### config.mk
export PLATFORM = sky130hd
export DESIGN_NAME = windowed_tachometer_rpm
export DESIGN_NICKNAME = d
export VERILOG_FILES = /design/src/sv/wtach_pkg.sv /design/src/sv/wtach_muldiv.sv /design/src/sv/windowed_tachometer_rpm.sv
export SDC_FILE = /design/constraint.sdc
export NUM_CORES = 1
export LEC_CHECK = 0
export ABC_CLOCK_PERIOD_IN_PS = 15300
export BUFFER_PORTS_ARGS = -buffer_cell sky130_fd_sc_hd__buf_4
export CAP_MARGIN = 10
export CORE_MARGIN = 4
export CORE_UTILIZATION = 51
export CTS_BUF_LIST = sky130_fd_sc_hd__clkbuf_16
export CTS_CLUSTER_DIAMETER = 150
export DETAILED_ROUTE_END_ITERATION = 10
export PLACE_DENSITY = 0.78
export SYNTH_ARGS = -nofsm -noshare
export SYNTH_HDL_FRONTEND = slang
export SYNTH_SLANG_ARGS = --single-unit
export TNS_END_PERCENT = 10
### constraint.sdc
create_clock -name clk -period 15.3 [get_ports clk]
set_clock_uncertainty 0.05 [all_clocks]
set_input_delay 3.06 -clock clk [delete_from_list [all_inputs] [get_ports clk]]
set_output_delay 3.06 -clock clk [all_outputs]
set_load 0.02 [all_outputs]
### src/sv/wtach_pkg.sv
`default_nettype none

package wtach_pkg;

    localparam int WINDOW_DEPTH = 8;
    localparam int PTR_W        = $clog2(WINDOW_DEPTH);

    localparam int TIME_W  = 32;
    localparam int EDGE_W  = 15;
    localparam int SCALE_W = 26;
    localparam int RPM_W   = 16;
    localparam int PROD_W  = SCALE_W + EDGE_W;
    localparam int STEP_W  = $clog2(PROD_W);

    localparam logic [EDGE_W-1:0]  EDGE_WRAP   = 15'd32767;
    localparam logic [SCALE_W-1:0] SCALE_RESET = 26'd15000000;

    localparam logic [STEP_W-1:0] MUL_LAST = STEP_W'(EDGE_W - 1);
    localparam logic [STEP_W-1:0] DIV_LAST = STEP_W'(PROD_W - 1);

    localparam int APB_AW = 3;
    localparam int APB_DW = 32;
    localparam logic [APB_AW-1:0] REG_RPM_SCALE = 3'd0;

    typedef enum logic [1:0] {
        U_IDLE,
        U_MUL,
        U_DIV,
        U_DONE
    } wtach_state_t;

    typedef struct packed {
        logic               start;
        logic               take;
        logic [SCALE_W-1:0] scale;
        logic [EDGE_W-1:0]  delta;
        logic [TIME_W-1:0]  elapsed;
    } wtach_req_t;

    typedef struct packed {
        logic             busy;
        logic             done;
        logic [RPM_W-1:0] rpm;
        logic             saturated;
        logic             zero_elapsed;
    } wtach_sts_t;

endpackage

`default_nettype wire

### src/sv/wtach_muldiv.sv
`default_nettype none

module wtach_muldiv (
    input  wire logic              clk,
    input  wire logic              rst_n,
    input  wire wtach_pkg::wtach_req_t req,
    output wtach_pkg::wtach_sts_t  sts
);
    import wtach_pkg::*;

    wtach_state_t        state_reg, state_next;
    logic [STEP_W-1:0]   step_reg, step_next;
    logic [PROD_W-1:0]   acc_reg, acc_next;
    logic [EDGE_W-1:0]   dig_reg, dig_next;
    logic [TIME_W-1:0]   div_reg, div_next;
    logic [TIME_W-1:0]   rem_reg, rem_next;
    logic [RPM_W-1:0]    quo_reg, quo_next;
    logic                sat_reg, sat_next;
    logic                zero_reg, zero_next;

    logic [TIME_W:0]     trial;
    logic [TIME_W:0]     trial_diff;
    logic                fits;

    always_ff @(posedge clk or negedge rst_n)
    begin
        if (!rst_n)
        begin
            state_reg <= U_IDLE;
        end
        else
        begin
            state_reg <= state_next;
        end
    end

    always_ff @(posedge clk)
    begin
        step_reg <= step_next;
        acc_reg  <= acc_next;
        dig_reg  <= dig_next;
        div_reg  <= div_next;
        rem_reg  <= rem_next;
        quo_reg  <= quo_next;
        sat_reg  <= sat_next;
        zero_reg <= zero_next;
    end

    assign trial      = {rem_reg, acc_reg[PROD_W-1]};
    assign trial_diff = trial - {1'b0, div_reg};
    assign fits       = (trial >= {1'b0, div_reg});

    always_comb
    begin
        state_next = state_reg;
        step_next  = step_reg;
        acc_next   = acc_reg;
        dig_next   = dig_reg;
        div_next   = div_reg;
        rem_next   = rem_reg;
        quo_next   = quo_reg;
        sat_next   = sat_reg;
        zero_next  = zero_reg;

        unique case (state_reg)
            U_IDLE:
            begin
                if (req.start)
                begin
                    sat_next = 1'b0;
                    quo_next = '0;
                    if (req.elapsed == '0)
                    begin
                        zero_next  = 1'b1;
                        state_next = U_DONE;
                    end
                    else
                    begin
                        zero_next  = 1'b0;
                        acc_next   = '0;
                        rem_next   = '0;
                        dig_next   = req.delta;
                        div_next   = req.elapsed;
                        step_next  = MUL_LAST;
                        state_next = U_MUL;
                    end
                end
            end
            U_MUL:
            begin
                // shift-add, one multiplier bit per cycle, MSB first
                acc_next = {acc_reg[PROD_W-2:0], 1'b0}
                         + (dig_reg[EDGE_W-1] ? PROD_W'(req.scale) : '0);
                dig_next = {dig_reg[EDGE_W-2:0], 1'b0};
                if (step_reg == '0)
                begin
                    step_next  = DIV_LAST;
                    state_next = U_DIV;
                end
                else
                begin
                    step_next = step_reg - 1'b1;
                end
            end
            U_DIV:
            begin
                // restoring division, one quotient bit per cycle
                if (fits)
                begin
                    rem_next = trial_diff[TIME_W-1:0];
                end
                else
                begin
                    rem_next = trial[TIME_W-1:0];
                end
                acc_next = {acc_reg[PROD_W-2:0], 1'b0};
                quo_next = {quo_reg[RPM_W-2:0], fits};
                if (fits && (step_reg >= STEP_W'(RPM_W)))
                begin
                    sat_next = 1'b1;
                end
                if (step_reg == '0)
                begin
                    state_next = U_DONE;
                end
                else
                begin
                    step_next = step_reg - 1'b1;
                end
            end
            U_DONE:
            begin
                if (req.take)
                begin
                    state_next = U_IDLE;
                end
            end
            default:
            begin
                state_next = U_IDLE;
            end
        endcase
    end

    assign sts.busy         = (state_reg != U_IDLE);
    assign sts.done         = (state_reg == U_DONE);
    assign sts.saturated    = sat_reg && !zero_reg;
    assign sts.zero_elapsed = zero_reg;
    assign sts.rpm          = zero_reg ? '0 : (sat_reg ? '1 : quo_reg);

`ifndef NO_ASSERTIONS
    a_start_idle: assert property (@(posedge clk) disable iff (!rst_n)
        req.start |-> (state_reg == U_IDLE))
        else $error("start while unit busy");

    a_take_done: assert property (@(posedge clk) disable iff (!rst_n)
        req.take |-> (state_reg == U_DONE))
        else $error("take without result");

    a_sat_clip: assert property (@(posedge clk) disable iff (!rst_n)
        (sts.done && sts.saturated) |-> (sts.rpm == '1))
        else $error("saturated result not clipped");

    a_zero_res: assert property (@(posedge clk) disable iff (!rst_n)
        (sts.done && sts.zero_elapsed) |-> (sts.rpm == '0 && !sts.saturated))
        else $error("zero elapsed result not cleared");

    a_mul_to_div: assert property (@(posedge clk) disable iff (!rst_n)
        (state_reg == U_MUL && step_reg == '0) |=> (state_reg == U_DIV))
        else $error("multiply did not hand over to divide");
`endif

endmodule

`default_nettype wire

### src/sv/windowed_tachometer_rpm.sv
// Channel  Direction  Handshake             Payload
// in       input      in_valid / in_ready   timestamp_us[31:0], edge_count[14:0]
// out      output     out_valid / out_ready rpm[15:0], saturated, zero_elapsed
// apb      slave      psel / penable        paddr[2:0], pwdata/prdata[31:0]
//
// One item at a time: a result is valid once the item is taken, run through
// 15 multiply steps plus 41 divide steps in the shared bit-serial unit and
// loaded into the output register; the unit skips both when the elapsed time
// is zero. The next item can be taken in the cycle after that load, not while
// one is still in the unit. rst_n clears the window ring and the ring pointer
// and sets rpm_scale to 15000000. A stalled result waits in the output
// register while the next item is already being worked on.
`default_nettype none

module windowed_tachometer_rpm (
    input  wire logic                          clk,
    input  wire logic                          rst_n,
    input  wire logic                          in_valid,
    output logic                               in_ready,
    input  wire logic [wtach_pkg::TIME_W-1:0]  timestamp_us,
    input  wire logic [wtach_pkg::EDGE_W-1:0]  edge_count,
    output logic                               out_valid,
    input  wire logic                          out_ready,
    output logic [wtach_pkg::RPM_W-1:0]        rpm,
    output logic                               saturated,
    output logic                               zero_elapsed,
    input  wire logic                          psel,
    input  wire logic                          penable,
    input  wire logic                          pwrite,
    input  wire logic [wtach_pkg::APB_AW-1:0]  paddr,
    input  wire logic [wtach_pkg::APB_DW-1:0]  pwdata,
    output logic [wtach_pkg::APB_DW-1:0]       prdata,
    output logic                               pready
);
    import wtach_pkg::*;

    logic [SCALE_W-1:0] scale_reg;
    logic [PTR_W-1:0]   ptr_reg;
    logic [TIME_W-1:0]  ring_time_reg  [WINDOW_DEPTH];
    logic [EDGE_W-1:0]  ring_count_reg [WINDOW_DEPTH];

    logic               out_valid_reg;
    logic [RPM_W-1:0]   rpm_reg;
    logic               sat_reg;
    logic               zero_reg;

    logic [PTR_W-1:0]   wr_idx;
    logic [PTR_W-1:0]   old_idx;
    logic               in_take;
    logic               out_load;
    logic               cfg_write;
    logic [EDGE_W:0]    cnt_diff;
    logic [EDGE_W:0]    cnt_wrap;
    logic [EDGE_W-1:0]  delta;
    logic [TIME_W-1:0]  elapsed;

    wtach_req_t         req;
    wtach_sts_t         sts;

    assign pready    = 1'b1;
    assign cfg_write = psel && penable && pwrite && pready;
    assign prdata    = (paddr == REG_RPM_SCALE) ? APB_DW'(scale_reg) : '0;

    always_ff @(posedge clk or negedge rst_n)
    begin
        if (!rst_n)
        begin
            scale_reg <= SCALE_RESET;
        end
        else if (cfg_write && (paddr == REG_RPM_SCALE))
        begin
            scale_reg <= pwdata[SCALE_W-1:0];
        end
    end

    assign in_ready = !sts.busy;
    assign in_take  = in_valid && in_ready;

    assign wr_idx  = (ptr_reg == PTR_W'(WINDOW_DEPTH - 1)) ? '0 : ptr_reg + 1'b1;
    assign old_idx = (wr_idx == PTR_W'(WINDOW_DEPTH - 1)) ? '0 : wr_idx + 1'b1;

    always_ff @(posedge clk or negedge rst_n)
    begin
        if (!rst_n)
        begin
            ptr_reg <= '0;
            for (int i = 0; i < WINDOW_DEPTH; i++)
            begin
                ring_time_reg[i]  <= '0;
                ring_count_reg[i] <= '0;
            end
        end
        else if (in_take)
        begin
            ptr_reg                 <= wr_idx;
            ring_time_reg[wr_idx]   <= timestamp_us;
            ring_count_reg[wr_idx]  <= edge_count;
        end
    end

    // edge delta modulo the counter wrap
    assign cnt_diff = {1'b0, edge_count} - {1'b0, ring_count_reg[old_idx]};
    assign cnt_wrap = cnt_diff + {1'b0, EDGE_WRAP};

    always_comb
    begin
        if (cnt_diff[EDGE_W])
        begin
            delta = cnt_wrap[EDGE_W-1:0];
        end
        else if (cnt_diff[EDGE_W-1:0] == EDGE_WRAP)
        begin
            delta = '0;
        end
        else
        begin
            delta = cnt_diff[EDGE_W-1:0];
        end
    end

    assign elapsed = timestamp_us - ring_time_reg[old_idx];

    assign out_load    = sts.done && (!out_valid_reg || out_ready);
    assign req.start   = in_take;
    assign req.take    = out_load;
    assign req.scale   = scale_reg;
    assign req.delta   = delta;
    assign req.elapsed = elapsed;

    wtach_muldiv u_muldiv (
        .clk   (clk),
        .rst_n (rst_n),
        .req   (req),
        .sts   (sts)
    );

    always_ff @(posedge clk or negedge rst_n)
    begin
        if (!rst_n)
        begin
            out_valid_reg <= 1'b0;
        end
        else if (out_load)
        begin
            out_valid_reg <= 1'b1;
        end
        else if (out_ready)
        begin
            out_valid_reg <= 1'b0;
        end
    end

    always_ff @(posedge clk)
    begin
        if (out_load)
        begin
            rpm_reg  <= sts.rpm;
            sat_reg  <= sts.saturated;
            zero_reg <= sts.zero_elapsed;
        end
    end

    assign out_valid    = out_valid_reg;
    assign rpm          = rpm_reg;
    assign saturated    = sat_reg;
    assign zero_elapsed = zero_reg;

`ifndef NO_ASSERTIONS
    a_ring_step: assert property (@(posedge clk) disable iff (!rst_n)
        in_take |=> (ptr_reg == $past(wr_idx)))
        else $error("ring pointer did not advance");

    a_delta_range: assert property (@(posedge clk) disable iff (!rst_n)
        in_take |-> (delta != EDGE_WRAP))
        else $error("edge delta out of range");

    a_out_hold: assert property (@(posedge clk) disable iff (!rst_n)
        (out_valid_reg && !out_ready) |=> (out_valid_reg && $stable(rpm_reg)))
        else $error("stalled item changed");
`endif

endmodule

`default_nettype wire
==> qor.yml <==
critical_path:
  start_kind: "register"
  arrival_ns: 7.94
  path_class: "reg2reg"
  cp_data_required_time_ns: 15.57
  cp_max_fo: 47
  slowest_delay_ns: 0.78
  critPathCaptureType: "register"
  crit_chain: "ha_1, ha_1, nor3_2, buf_4, xnor2_2, buf_4, mux2_2, ha_1, inv_1, fa_1, a211o_1, a211oi_2, o41a_2, nand3_2, a2111oi_0, nor3_1, a311o_1, nor4_4, a221oi_4, buf_4"
  slowest_stage: "dfrtp_4"
sta:
  period_needed_ns: 7.66
  max_slew.worst_pin.slew_ns: 1.12
  maxSlewViolCount: 0
  setup_violations: 0
  fin_crit_sh_pct: 50.1
  fin_hold_ws_ns: 0.440
  rsz0062_at_grt: "no"
  fmax_mhz: 131
  setup_tns_ns: 0
  hold_violations: 0
  max_slew_margin_pct: 25.6
drt:
  drcViolationCount: 0
  wire_per_inst_um: 20.6
  drtIter0Drc: 1995
  ant_nets: 0
  wl_um: 76500
  first_pass_iters: 9
  viasPerCell: 6.14
  num_vias: 22800
grt:
  busiest_layer: "met2"
  grt.total_usage_pct: 22.6
  grt.met1_usage_pct: 29.7
  antenna_found_initial: 4
  grt_util_met2_pct: 38.4
  grt_max_degree: 165
  grt_pass1_wl_um: 124000
  met3_usage_pct: 4.12
  grt_pass1_vias: 23500
  overflow: 0
cts:
  cts.sinks: 570
  insertion_delay_ns: 0.64
  clockBufferDepth: 3
  cts_hold_buf: 0
  cts_tree: "built"
  cts_buffers: 58
  cts-resized-gates: 0
  cts_setup_buffers: 0
  clk_pin_slew_worst_paths_ns: 0.06
  root_buffer: "clkbuf_16"
  htreeDepth: 2
finish:
  final_common_cell: "mux2_2"
  mostFrequentLayoutCells: "410 x mux2_2, 397 x dfrtp_1, 196 x nand2_1"
  largest_reg_flops: 256
  fill_cells: 4946
  utilization_pct: 57.4
  final_cells: 3711
  area.growth.synth_to_final_pct: 11.6
  layout-drive-gt1-share_pct: 27.0
  nNetsFinal: 3029
yosys:
  synthAdderAreaFrac_pct: 4.71
  synthesis.area_sq_um: 31700
  avgSynthCellArea_sq_um: 11.6
  synthCells: 2743
  synthFlopType: "dfrtp_1"
  ys_types: 92
  synth_compound_gate_area_share_pct: 11.8
  synthXorXnorAreaFrac_pct: 2.43
  synthSimpleGateAreaFrac_pct: 10.3
  async_reset_ff_share_pct: 71.6
  ys_ff_latch: 570
  synth-seq-area-share_pct: 47.5
  synth_mux_area_share_pct: 20.4
  synth_top_family_by_area: "multiplexers"
  yosysWarnings: 0
  synth_edf_count: 162
die:
  die_y_um: 257
  core_sq_um: 61700
  rows: 91
  die_area_sq_um: 66300
  io_pins: 142
  start_util_pct: 51.4
  die_w_um: 257
job:
  max_cap_violations: 0
hold_path:
  hold_path.class: "reg2reg"
place:
  place_congestion: 0.900
  dp_cells: 3600
  port_buffers: 128
  dp_hpwl_um: 50200
outcome:
  status: "finished, final reports clean"
-- worst paths after layout --
check                                         from  cells past startpoint  slack [ns]              endpoint
worst max-delay path                    ptr_reg[0]                     20        7.64  u_muldiv.acc_reg[21]
worst min-delay path            ring_count_reg[30]                      2        0.44    ring_count_reg[30]
worst max register to register          ptr_reg[0]                     20        7.64  u_muldiv.acc_reg[21]
worst min register to register  ring_count_reg[30]                      2        0.44    ring_count_reg[30]
max in group asynchronous                    rst_n                      3       10.56     ring_time_reg[50]
min in group asynchronous                    rst_n                      1        2.36          scale_reg[5]
-- worst max-delay path, delay by kind of cell (launching register included) --
kind | cells | cell delay, ns
flops | 1 | 0.78
fa+ha+maj | 4 | 1.28
compound gates | 6 | 2.05
buf+inv | 4 | 1.42
xor+xnor | 1 | 0.38
simple gates | 4 | 1.03
mux | 1 | 0.30
-- logic make-up (layout without fill, tap and decap cells) --
kind of cell,count (synthesis),in the layout
DFF,570,570
buffers and inverters,232,355
adders and majority gates,117,117
other,2,10
muxes,514,514
xor gates and xnor gates,88,88
AOI/OAI and AO/OA,564,564
and+or+nand+nor,656,656
-- routing by layer --
metal | wire length, um | vias up
met2 | 37400 | 710
met1 | 32400 | 11500
met5 | 13 | -
li1 | - | 10400
met4 | 1920 | 2
met3 | 4700 | 156
-- metrics by stage --
step	cell area (sq um)	setup slack [ns]
2_1_floorplan	31800	6.13
3_3_place_gp	33500	7.82
3_5_place_dp	33500	7.58
4_1_cts	35400	7.65
5_1_grt	35400	7.27
6_report	35400	7.64
-- cells in the mapped netlist, drive strengths merged (30+ instances only) --
library cell	instances	area, sq um
dfrtp	398	9960
xor2	30	263
edfxtp	162	4860
a21o	44	330
mux4	64	1440
o211ai	32	240
and2	83	519
clkbuf	110	413
buf	37	173
xnor2	58	508
a21oi	153	773
nand2	197	739
nor3	36	185
nand3	67	340
inv	83	312
mux2i	40	400
ha	113	1410
nor2	130	488
o21ai	117	586
mux2	410	4620
-- layout make-up --
cell class                 count  area (sq um)  area share [%]
clock buffer                  58          1450            4.10
inverter                      85           319           0.900
clock inverter                50           424            1.20
multi-input combinational   1946         15900            44.7
antenna                        3          7.51          0.0212
tap                          837          1050            2.96
sequential                   570         15100            42.6
timing repair buffer         162          1240            3.49
Power is left out: the tool's default activity adds up to more than one toggle a clock period on the data nets, which glitch-free logic cannot reach.
